**config.mk**
```make
export PLATFORM = sky130hd
export DESIGN_NAME = shape_pair_overlap_test_top_flat
export DESIGN_NICKNAME = d
export VERILOG_FILES = /design/src/spot_pkg.sv /design/src/spot_if.sv /design/src/shape_pair_overlap_test_top.sv /design/src/spot_axis.sv /design/src/flat_wrapper.sv
export SDC_FILE = /design/constraint.sdc
export NUM_CORES = 2
export LEC_CHECK = 0
export BUFFER_PORTS_ARGS = -buffer_cell sky130_fd_sc_hd__clkbuf_2
export CAP_MARGIN = 0
export CORE_UTILIZATION = 45
export DETAILED_ROUTE_END_ITERATION = 8
export GPL_TIMING_DRIVEN = 0
export PLACE_DENSITY_LB_ADDON = 0.3
export SLEW_MARGIN = 30
export SYNTH_ARGS = -nofsm -noshare
export SYNTH_HDL_FRONTEND = slang
export SYNTH_SLANG_ARGS = --single-unit
```
**constraint.sdc**
```tcl
create_clock -name i_clk -period 18.65 [get_ports i_clk]
set_input_delay 3.73 -clock i_clk [delete_from_list [all_inputs] [get_ports i_clk]]
set_output_delay 3.73 -clock i_clk [all_outputs]
set_load 0.05 [all_outputs]
```
**src/spot_pkg.sv**
```systemverilog
// shared types and constants for the shape pair overlap test
package spot_pkg;

    localparam int POINT_BITS = 48;
    localparam int RAD_BITS   = 16;
    localparam int TSUM_BITS  = RAD_BITS + 1;
    localparam int TSQ_BITS   = 2 * TSUM_BITS;

    typedef enum logic [1:0] {
        MODE_SS   = 2'd0,
        MODE_SB   = 2'd1,
        MODE_BB   = 2'd2,
        MODE_NONE = 2'd3
    } t_mode;

    // load enables of the two front stages
    typedef struct packed {
        logic s1;
        logic s2;
    } t_adv;

endpackage

```
**src/spot_if.sv**
```systemverilog
// valid/ready channels carrying shape pairs and hit flags
interface spot_in_if;
    logic        valid;
    logic        ready;
    logic [1:0]  mode;
    logic [47:0] a_first_point;
    logic [47:0] a_second_point;
    logic [15:0] a_radius;
    logic [47:0] b_first_point;
    logic [47:0] b_second_point;
    logic [15:0] b_radius;

    modport source (
        output valid, mode, a_first_point, a_second_point, a_radius,
               b_first_point, b_second_point, b_radius,
        input  ready
    );
    modport sink (
        input  valid, mode, a_first_point, a_second_point, a_radius,
               b_first_point, b_second_point, b_radius,
        output ready
    );
endinterface

interface spot_out_if;
    logic valid;
    logic ready;
    logic hit;

    modport source (output valid, hit, input ready);
    modport sink (input valid, hit, output ready);
endinterface

```
**src/shape_pair_overlap_test_top.sv**
```systemverilog
// top level of the shape pair overlap test pipeline
// Shape pair overlap test. One transfer on i_in carries a mode and two shapes
// (sphere center and radius, or two box corners, coordinates signed Q8.8 of
// COORD_BITS each: x at bit 0, y at COORD_BITS, z at 2*COORD_BITS; point bits
// above 3*COORD_BITS are ignored, missing ones read as zero). One transfer on
// o_out returns the hit flag: sphere-sphere hits when the squared center
// distance is below (ra+rb)^2, sphere-box when the summed squared gaps are
// below ra^2, box-box when the intervals overlap on all three axes (touching
// and enclosing count), mode 3 never hits. The pipeline is four register
// stages deep (corner ordering, gap or distance per axis, squaring, sum and
// compare); each result passes through them in order and a new pair is taken
// every cycle unless the output stalls. Each stage holds its item while the
// one after it is full and stalled; an empty stage keeps loading, so bubbles
// are squeezed out and input is still taken while a finished result waits.
module shape_pair_overlap_test_top import spot_pkg::*; #(
    parameter int COORD_BITS = 16
) (
    input  logic        i_clk,
    input  logic        i_rst_n,
    spot_in_if.sink     i_in,
    spot_out_if.source  o_out
);

    localparam int CB     = COORD_BITS;
    localparam int EXT_W  = 3 * CB + POINT_BITS;
    localparam int SQ_W   = 2 * CB;
    localparam int CMP_W  = (2 * CB + 2 > TSQ_BITS) ? 2 * CB + 2 : TSQ_BITS;

    // per-stage load enables, a stage loads when empty or when it drains
    logic ce1, ce2, ce3, ce4;
    logic r_v1, r_v2, r_v3, r_v4;

    assign ce4 = !r_v4 || o_out.ready;
    assign ce3 = !r_v3 || ce4;
    assign ce2 = !r_v2 || ce3;
    assign ce1 = !r_v1 || ce2;

    assign i_in.ready = ce1;

    t_adv w_adv;
    assign w_adv.s1 = ce1;
    assign w_adv.s2 = ce2;

    always_ff @(posedge i_clk) begin
        if (!i_rst_n) begin
            r_v1 <= 1'b0;
            r_v2 <= 1'b0;
            r_v3 <= 1'b0;
            r_v4 <= 1'b0;
        end else begin
            if (ce1) r_v1 <= i_in.valid;
            if (ce2) r_v2 <= r_v1;
            if (ce3) r_v3 <= r_v2;
            if (ce4) r_v4 <= r_v3;
        end
    end

    // coordinate unpacking, zero fill above the 48 point bits
    logic [EXT_W-1:0] w_a1, w_a2, w_b1, w_b2;
    assign w_a1 = {{(3*CB){1'b0}}, i_in.a_first_point};
    assign w_a2 = {{(3*CB){1'b0}}, i_in.a_second_point};
    assign w_b1 = {{(3*CB){1'b0}}, i_in.b_first_point};
    assign w_b2 = {{(3*CB){1'b0}}, i_in.b_second_point};

    // mode and radius threshold travel alongside the axis lanes
    t_mode                r_mode1, r_mode2, r_mode3;
    logic [TSUM_BITS-1:0] r_t1, r_t2;
    logic [TSUM_BITS-1:0] n_t1;
    t_mode                n_mode;

    assign n_mode = t_mode'(i_in.mode);

    always_comb begin
        // sphere-sphere compares against the radius sum, sphere-box against ra
        if (n_mode == MODE_SS) begin
            n_t1 = TSUM_BITS'(i_in.a_radius) + TSUM_BITS'(i_in.b_radius);
        end else begin
            n_t1 = TSUM_BITS'(i_in.a_radius);
        end
    end

    always_ff @(posedge i_clk) begin
        if (ce1) begin
            r_mode1 <= n_mode;
            r_t1    <= n_t1;
        end
        if (ce2) begin
            r_mode2 <= r_mode1;
            r_t2    <= r_t1;
        end
    end

    // three axis lanes, stages 1 and 2
    logic [CB-1:0] w_mag [3];
    logic [2:0]    w_sep;

    for (genvar k = 0; k < 3; k++) begin : g_axis
        spot_axis #(
            .COORD_BITS (CB)
        ) u_axis (
            .i_clk     (i_clk),
            .i_adv     (w_adv),
            .i_mode_s1 (r_mode1),
            .i_a1      (w_a1[k*CB +: CB]),
            .i_a2      (w_a2[k*CB +: CB]),
            .i_b1      (w_b1[k*CB +: CB]),
            .i_b2      (w_b2[k*CB +: CB]),
            .o_mag     (w_mag[k]),
            .o_sep     (w_sep[k])
        );
    end

    // stage 3: squares of the per-axis magnitudes and of the threshold
    logic [SQ_W-1:0]     r_sq [3];
    logic [TSQ_BITS-1:0] r_tsq;
    logic                r_sep3;

    always_ff @(posedge i_clk) begin
        if (ce3) begin
            for (int k = 0; k < 3; k++) begin
                r_sq[k] <= SQ_W'(w_mag[k]) * SQ_W'(w_mag[k]);
            end
            r_tsq   <= TSQ_BITS'(r_t2) * TSQ_BITS'(r_t2);
            r_sep3  <= |w_sep;
            r_mode3 <= r_mode2;
        end
    end

    // stage 4: sum of squares against threshold, select by mode
    logic [CMP_W-1:0] n_sum;
    logic             n_hit;
    logic             r_hit;

    always_comb begin
        n_sum = CMP_W'(r_sq[0]) + CMP_W'(r_sq[1]) + CMP_W'(r_sq[2]);
        case (r_mode3)
            MODE_SS, MODE_SB: begin
                n_hit = n_sum < CMP_W'(r_tsq);
            end
            MODE_BB: begin
                n_hit = !r_sep3;
            end
            default: begin
                n_hit = 1'b0;
            end
        endcase
    end

    always_ff @(posedge i_clk) begin
        if (ce4) begin
            r_hit <= n_hit;
        end
    end

    assign o_out.valid = r_v4;
    assign o_out.hit   = r_hit;

    // unused mode never reports a hit
    a_none_no_hit: assert property (@(posedge i_clk) disable iff (!i_rst_n)
        r_v3 && ce4 && (r_mode3 == MODE_NONE) |=> !o_out.hit)
        else $error("mode 3 item produced a hit");

    // zero threshold never hits for sphere modes
    a_zero_radius: assert property (@(posedge i_clk) disable iff (!i_rst_n)
        r_v3 && ce4 && (r_tsq == '0) && ((r_mode3 == MODE_SS) || (r_mode3 == MODE_SB))
        |=> !o_out.hit)
        else $error("zero radius sphere produced a hit");

    // an open output always lets the front accept
    a_ready_chain: assert property (@(posedge i_clk) disable iff (!i_rst_n)
        o_out.ready |-> i_in.ready)
        else $error("input stalled while output is ready");

    // a stalled first stage keeps its item
    a_s1_hold: assert property (@(posedge i_clk) disable iff (!i_rst_n)
        r_v1 && !ce2 |=> r_v1 && $stable(r_mode1))
        else $error("stalled stage 1 item lost");

endmodule

```
**src/spot_axis.sv**
```systemverilog
// per-axis front end: corner ordering, then magnitude to square and box separation
module spot_axis import spot_pkg::*; #(
    parameter int COORD_BITS = 16
) (
    input  logic                         i_clk,
    input  t_adv                         i_adv,
    input  t_mode                        i_mode_s1,
    input  logic signed [COORD_BITS-1:0] i_a1,
    input  logic signed [COORD_BITS-1:0] i_a2,
    input  logic signed [COORD_BITS-1:0] i_b1,
    input  logic signed [COORD_BITS-1:0] i_b2,
    output logic        [COORD_BITS-1:0] o_mag,
    output logic                         o_sep
);

    localparam int CB = COORD_BITS;

    logic signed [CB-1:0] r_alo, r_ahi, r_blo, r_bhi, r_ac;
    logic signed [CB:0]   r_d;
    logic        [CB-1:0] r_mag;
    logic                 r_sep;

    logic signed [CB-1:0] n_alo, n_ahi, n_blo, n_bhi;
    logic signed [CB:0]   n_d, n_dneg, n_glo, n_ghi;
    logic        [CB-1:0] n_mag;
    logic                 n_sep;

    // stage 1: order corners, center difference
    always_comb begin
        n_alo = (i_a1 <= i_a2) ? i_a1 : i_a2;
        n_ahi = (i_a1 <= i_a2) ? i_a2 : i_a1;
        n_blo = (i_b1 <= i_b2) ? i_b1 : i_b2;
        n_bhi = (i_b1 <= i_b2) ? i_b2 : i_b1;
        n_d   = (CB+1)'(i_a1) - (CB+1)'(i_b1);
    end

    always_ff @(posedge i_clk) begin
        if (i_adv.s1) begin
            r_alo <= n_alo;
            r_ahi <= n_ahi;
            r_blo <= n_blo;
            r_bhi <= n_bhi;
            r_ac  <= i_a1;
            r_d   <= n_d;
        end
    end

    // stage 2: magnitude per mode, interval separation
    always_comb begin
        n_dneg = -r_d;
        n_glo  = (CB+1)'(r_blo) - (CB+1)'(r_ac);
        n_ghi  = (CB+1)'(r_ac) - (CB+1)'(r_bhi);
        n_mag  = '0;
        case (i_mode_s1)
            MODE_SS: begin
                n_mag = r_d[CB] ? n_dneg[CB-1:0] : r_d[CB-1:0];
            end
            MODE_SB: begin
                if (r_ac < r_blo) begin
                    n_mag = n_glo[CB-1:0];
                end else if (r_ac > r_bhi) begin
                    n_mag = n_ghi[CB-1:0];
                end
            end
            default: begin
                n_mag = '0;
            end
        endcase
        n_sep = (r_alo > r_bhi) || (r_blo > r_ahi);
    end

    always_ff @(posedge i_clk) begin
        if (i_adv.s2) begin
            r_mag <= n_mag;
            r_sep <= n_sep;
        end
    end

    assign o_mag = r_mag;
    assign o_sep = r_sep;

endmodule
```
**src/flat_wrapper.sv**
```systemverilog
// flat-port wrapper written by rule: the top's interface ports become plain ports
module shape_pair_overlap_test_top_flat import spot_pkg::*;
#(
    parameter int COORD_BITS = 16
)
  (i_clk, i_rst_n, i_in_valid, i_in_mode, i_in_a_first_point, i_in_a_second_point, i_in_a_radius, i_in_b_first_point, i_in_b_second_point, i_in_b_radius, i_in_ready, o_out_valid, o_out_hit, o_out_ready);
  spot_in_if i_in_i ();
  spot_out_if o_out_i ();
  input  logic i_clk;
  input  logic i_rst_n;
  input wire logic [$bits(i_in_i.valid)-1:0] i_in_valid;
  input wire logic [$bits(i_in_i.mode)-1:0] i_in_mode;
  input wire logic [$bits(i_in_i.a_first_point)-1:0] i_in_a_first_point;
  input wire logic [$bits(i_in_i.a_second_point)-1:0] i_in_a_second_point;
  input wire logic [$bits(i_in_i.a_radius)-1:0] i_in_a_radius;
  input wire logic [$bits(i_in_i.b_first_point)-1:0] i_in_b_first_point;
  input wire logic [$bits(i_in_i.b_second_point)-1:0] i_in_b_second_point;
  input wire logic [$bits(i_in_i.b_radius)-1:0] i_in_b_radius;
  output wire logic [$bits(i_in_i.ready)-1:0] i_in_ready;
  output wire logic [$bits(o_out_i.valid)-1:0] o_out_valid;
  output wire logic [$bits(o_out_i.hit)-1:0] o_out_hit;
  input wire logic [$bits(o_out_i.ready)-1:0] o_out_ready;
  assign i_in_i.valid = i_in_valid;
  assign i_in_i.mode = i_in_mode;
  assign i_in_i.a_first_point = i_in_a_first_point;
  assign i_in_i.a_second_point = i_in_a_second_point;
  assign i_in_i.a_radius = i_in_a_radius;
  assign i_in_i.b_first_point = i_in_b_first_point;
  assign i_in_i.b_second_point = i_in_b_second_point;
  assign i_in_i.b_radius = i_in_b_radius;
  assign i_in_ready = i_in_i.ready;
  assign o_out_valid = o_out_i.valid;
  assign o_out_hit = o_out_i.hit;
  assign o_out_i.ready = o_out_ready;
  shape_pair_overlap_test_top #(.COORD_BITS(COORD_BITS)) u_core (.i_clk(i_clk), .i_rst_n(i_rst_n), .i_in(i_in_i), .o_out(o_out_i));
endmodule
```
==> summary.txt <==
Global routing
  – First-pass GRT wire length: between 200 and 300 mm
  – Pin count of the biggest net entering global routing: 53
  – Tot GR Track Use: between 20 and 25%
  – Number of antenna violations at the first check in global routing: 2
  – Vias in the first global route: between 40000 and 50000
  – Grt ovf: 0

Worst setup path
  – FF-to-FF path depth: 24
  – Reg-to-reg critical path startpoint: u_core.g_axis[1].u_axis.o_mag[5]
  – CP required: 14920 ps
  – Cell mode on critical path: clkbuf_2
  – Slowest CP cell: nor2b_1
  – CP Cell Sequence: clkbuf_2, nor2b_1, and3_1, nand2_4, buf_12, clkbuf_2
  – CP Capture Type: output port
  – Crit-path max cell delay: 410 ps
  – Crit Path Category: in -> out
  – Worst-path maximum fanout: 36
  – Startpoint types: input pin
  – FF-to-FF End: u_core.r_sq[0][62]
  – Flop2flop setup slack: between 10000 and 15000 ps
  – Critical path arrival: ~5400 ps

CTS
  – Max Root-Sink Buffers: 3
  – Root buf cell: clkbuf_16
  – Post-CTS sizing: 0
  – Post-CTS Setup Inserts: 0
  – Cts hold-fix bufs: 0
  – Clk sinks: around 510
  – CTS tree: done
  – Number of CTS-inserted buffers: 66
  – Clk Latency, worst-skew pair: ~650 ps
  – Clock transition at the registers of the reported paths: 60 ps
  – H-tree level count: 3

Power
  – Maximum vdd drop: about 0.00031 V
  – Clk pwr share: a little over a tenth
  – Comb pwr share: between 70% and 80%
  – Psw: 5.97 mW
  – Int Pwr: 6.43 mW
  – Switching share of power: between 40% and 50%
  – Power Density: 175 nW/um^2
  – Leakage power: approximately 36 nW
  – Flop pwr share: ~17%

STA
  – RSZ-0062 raised after global routing: no
  – Slew Viols, Final: 0
  – Clock Skew: about 27 ps
  – Finish-stage setup viols: 0
  – Post-route setup TNS: 0 ps
  – Fmax: about 110 MHz
  – Slew margin rel.: approximately two fifths
  – Minimum clock period: between 9000 and 10000 ps
  – Tcrit/Tclk final: 48.8%
  – Final hold violation count: 0
  – Final worst setup slack: between 9000 and 10000 ps
  – Hold_ws: between 400 and 500 ps
  – Worst-Margin Slew: between 800 and 900 ps

Synth
  – Synth top area cells: edfxtp_1 (24%), fa_1 (21%), ha_1 (16%)
  – Synthesized area: around 65000 sq um
  – Most frequent cell after synthesis: inv_1
  – Yosys warns: 0
  – Yosys top cell area share: a little under a quarter
  – Seq/Total Area, Yosys: a little under a quarter
  – EDFF count, synth: 510
  – Syn Inst Count: 6672
  – Synth area leader: edfxtp_1
  – Post-synth ARST share: 0%
  – Ys flop type: edfxtp_1
  – Register bit total from synthesis: approximately 510
  – Top cells by count, synth: inv_1 (1418), ha_1 (853), fa_1 (695), edfxtp_1 (510), nand2_1 (482)
  – Syn_nets: ~8500
  – Syn avg cell area: roughly 9.7 sq um
  – Netlist cell types: between 80 and 90

Die
  – Die height: approximately 380 um
  – Core footprint: about 140000 sq um
  – Starting density of the core: approximately 46%
  – IO Pins: roughly 230
  – FP Rows: between 100 and 150
  – Die area: between 100000 and 150000 sq um
  – Die extent in x: 381 um

Worst hold path
  – Hold Crit Class: reg -> reg
  – Hold Startpoint: u_core.r_t1[16]
  – Number of stages on the worst hold path: 0
  – End of the worst hold path: u_core.r_t2[16]

Detailed routing
  – DRT antenna net count: 0
  – Routed wire per std cell: roughly 18 um
  – First DRT Iteration DRCs: between 2000 and 3000
  – Routed WL: roughly 160 mm
  – First drt pass iteration count: 6
  – Via-to-Cell Ratio: 5.29
  – Post-route DRC: 0
  – Total number of vias: between 40000 and 50000

Layout
  – Share of cells above drive strength 1: between 6 and 7%
  – Final Cell Area: 70700 sq um
  – Nets: roughly 8800
  – Final Util: approximately half
  – Layout area overhead: 9.16%

Placed design
  – Detailed placement HPWL: 135 mm
  – Placed cell area: between 60000 and 70000 sq um
  – Place WS: between 9000 and 10000 ps
  – Number of port buffers: around 230
  – Final RePlAce weighted congestion: 0.930

Run
  – Max cap viols: 0

Status
  – Outcome: completed
worst max path at each step:
stage	to	cells past startpoint	slack (ps)	startpoint
floorplan	i_in_ready	3	4120	o_out_ready
global placement	i_in_ready	5	170	o_out_ready
detailed placement	i_in_ready	6	9520	o_out_ready
CTS	i_in_ready	6	9520	o_out_ready
global route	i_in_ready	6	9420	o_out_ready
finish	i_in_ready	6	9540	o_out_ready
cell families after synthesis:
family	Yosys count	share of synthesized area [%]
buffers and inverters	1546	8.97
flip-flops	514	23.8
XOR/XNOR	343	4.64
AND/OR/NAND/NOR	1470	11.1
adder cells (fa/ha/maj)	1548	37.9
multiplexers	159	2.62
AO/OA/AOI/OAI	1092	11.0
layout by cell type (no fill, tap or decap), drive strengths merged, types with 68 or more instances in the layout:
master     n
nand4     75
a21o     185
nand2    482
nor2     295
ha       853
xnor2    229
clkbuf   428
a21oi    276
o21ai    245
and2     218
nor2b     78
edfxtp   510
mux2      85
mux2i     74
nor3      68
fa       695
xor2     114
inv     1424
power groups by stage:
stage,clock [mW],sequential [mW],combinational [mW]
floorplan,0,1.94,6.82
global placement,0,2.06,8.88
detailed placement,0,2.07,9.02
CTS,1.31,2.05,9.14
global route,1.35,2.07,10.3
finish,1.29,2.04,9.07
registers in the layout, indices dropped and copies added, names as in the netlist, 2 cells and up:
| register | cells |
|---|---|
| u_core.g_axis.u_axis.o_mag | 48 |
| u_core.g_axis.u_axis.o_sep | 3 |
| u_core.g_axis.u_axis.r_ac | 48 |
| u_core.g_axis.u_axis.r_ahi | 48 |
| u_core.g_axis.u_axis.r_alo | 48 |
| u_core.g_axis.u_axis.r_bhi | 48 |
| u_core.g_axis.u_axis.r_blo | 48 |
| u_core.g_axis.u_axis.r_d | 51 |
| u_core.r_mode1 | 2 |
| u_core.r_mode2 | 2 |
| u_core.r_mode3 | 2 |
| u_core.r_sq | 93 |
| u_core.r_t1 | 17 |
| u_core.r_t2 | 17 |
| u_core.r_tsq | 33 |
metrics by stage:
stage,power [mW],instances
after global placement,10.9,8794
after global routing,13.7,8919
final,12.4,8920
after CTS,12.5,8919
after detailed placement,11.1,8804
after floorplan,8.75,6672
routing by layer:
layer | track usage, % | wire length, um
met2 | 37.9 | 76600
met5 | 0 | 0
met3 | 2.84 | 7920
met4 | 7.02 | 4670
met1 | 29.5 | 71200
worst max-delay path, delay by kind of cell:
kind	cells	cell delay, ps
buffers and inverters	3	590
AND/OR/NAND/NOR	3	1020
layout make-up:
| class | count | area, sq um |
|---|---|---|
| Clock buffer | 79 | 1740 |
| Buffer | 128 | 490 |
| Antenna cell | 1 | 2.50 |
| Inverter | 1418 | 5330 |
| Tap cell | 1890 | 2360 |
| Sequential cell | 514 | 15400 |
| Clock inverter | 36 | 399 |
| Timing Repair Buffer | 242 | 1410 |
| Fill cell | 13155 | 71600 |
| Multi-Input combinational cell | 4612 | 43600 |
Power figures use the tool's default switching activity.
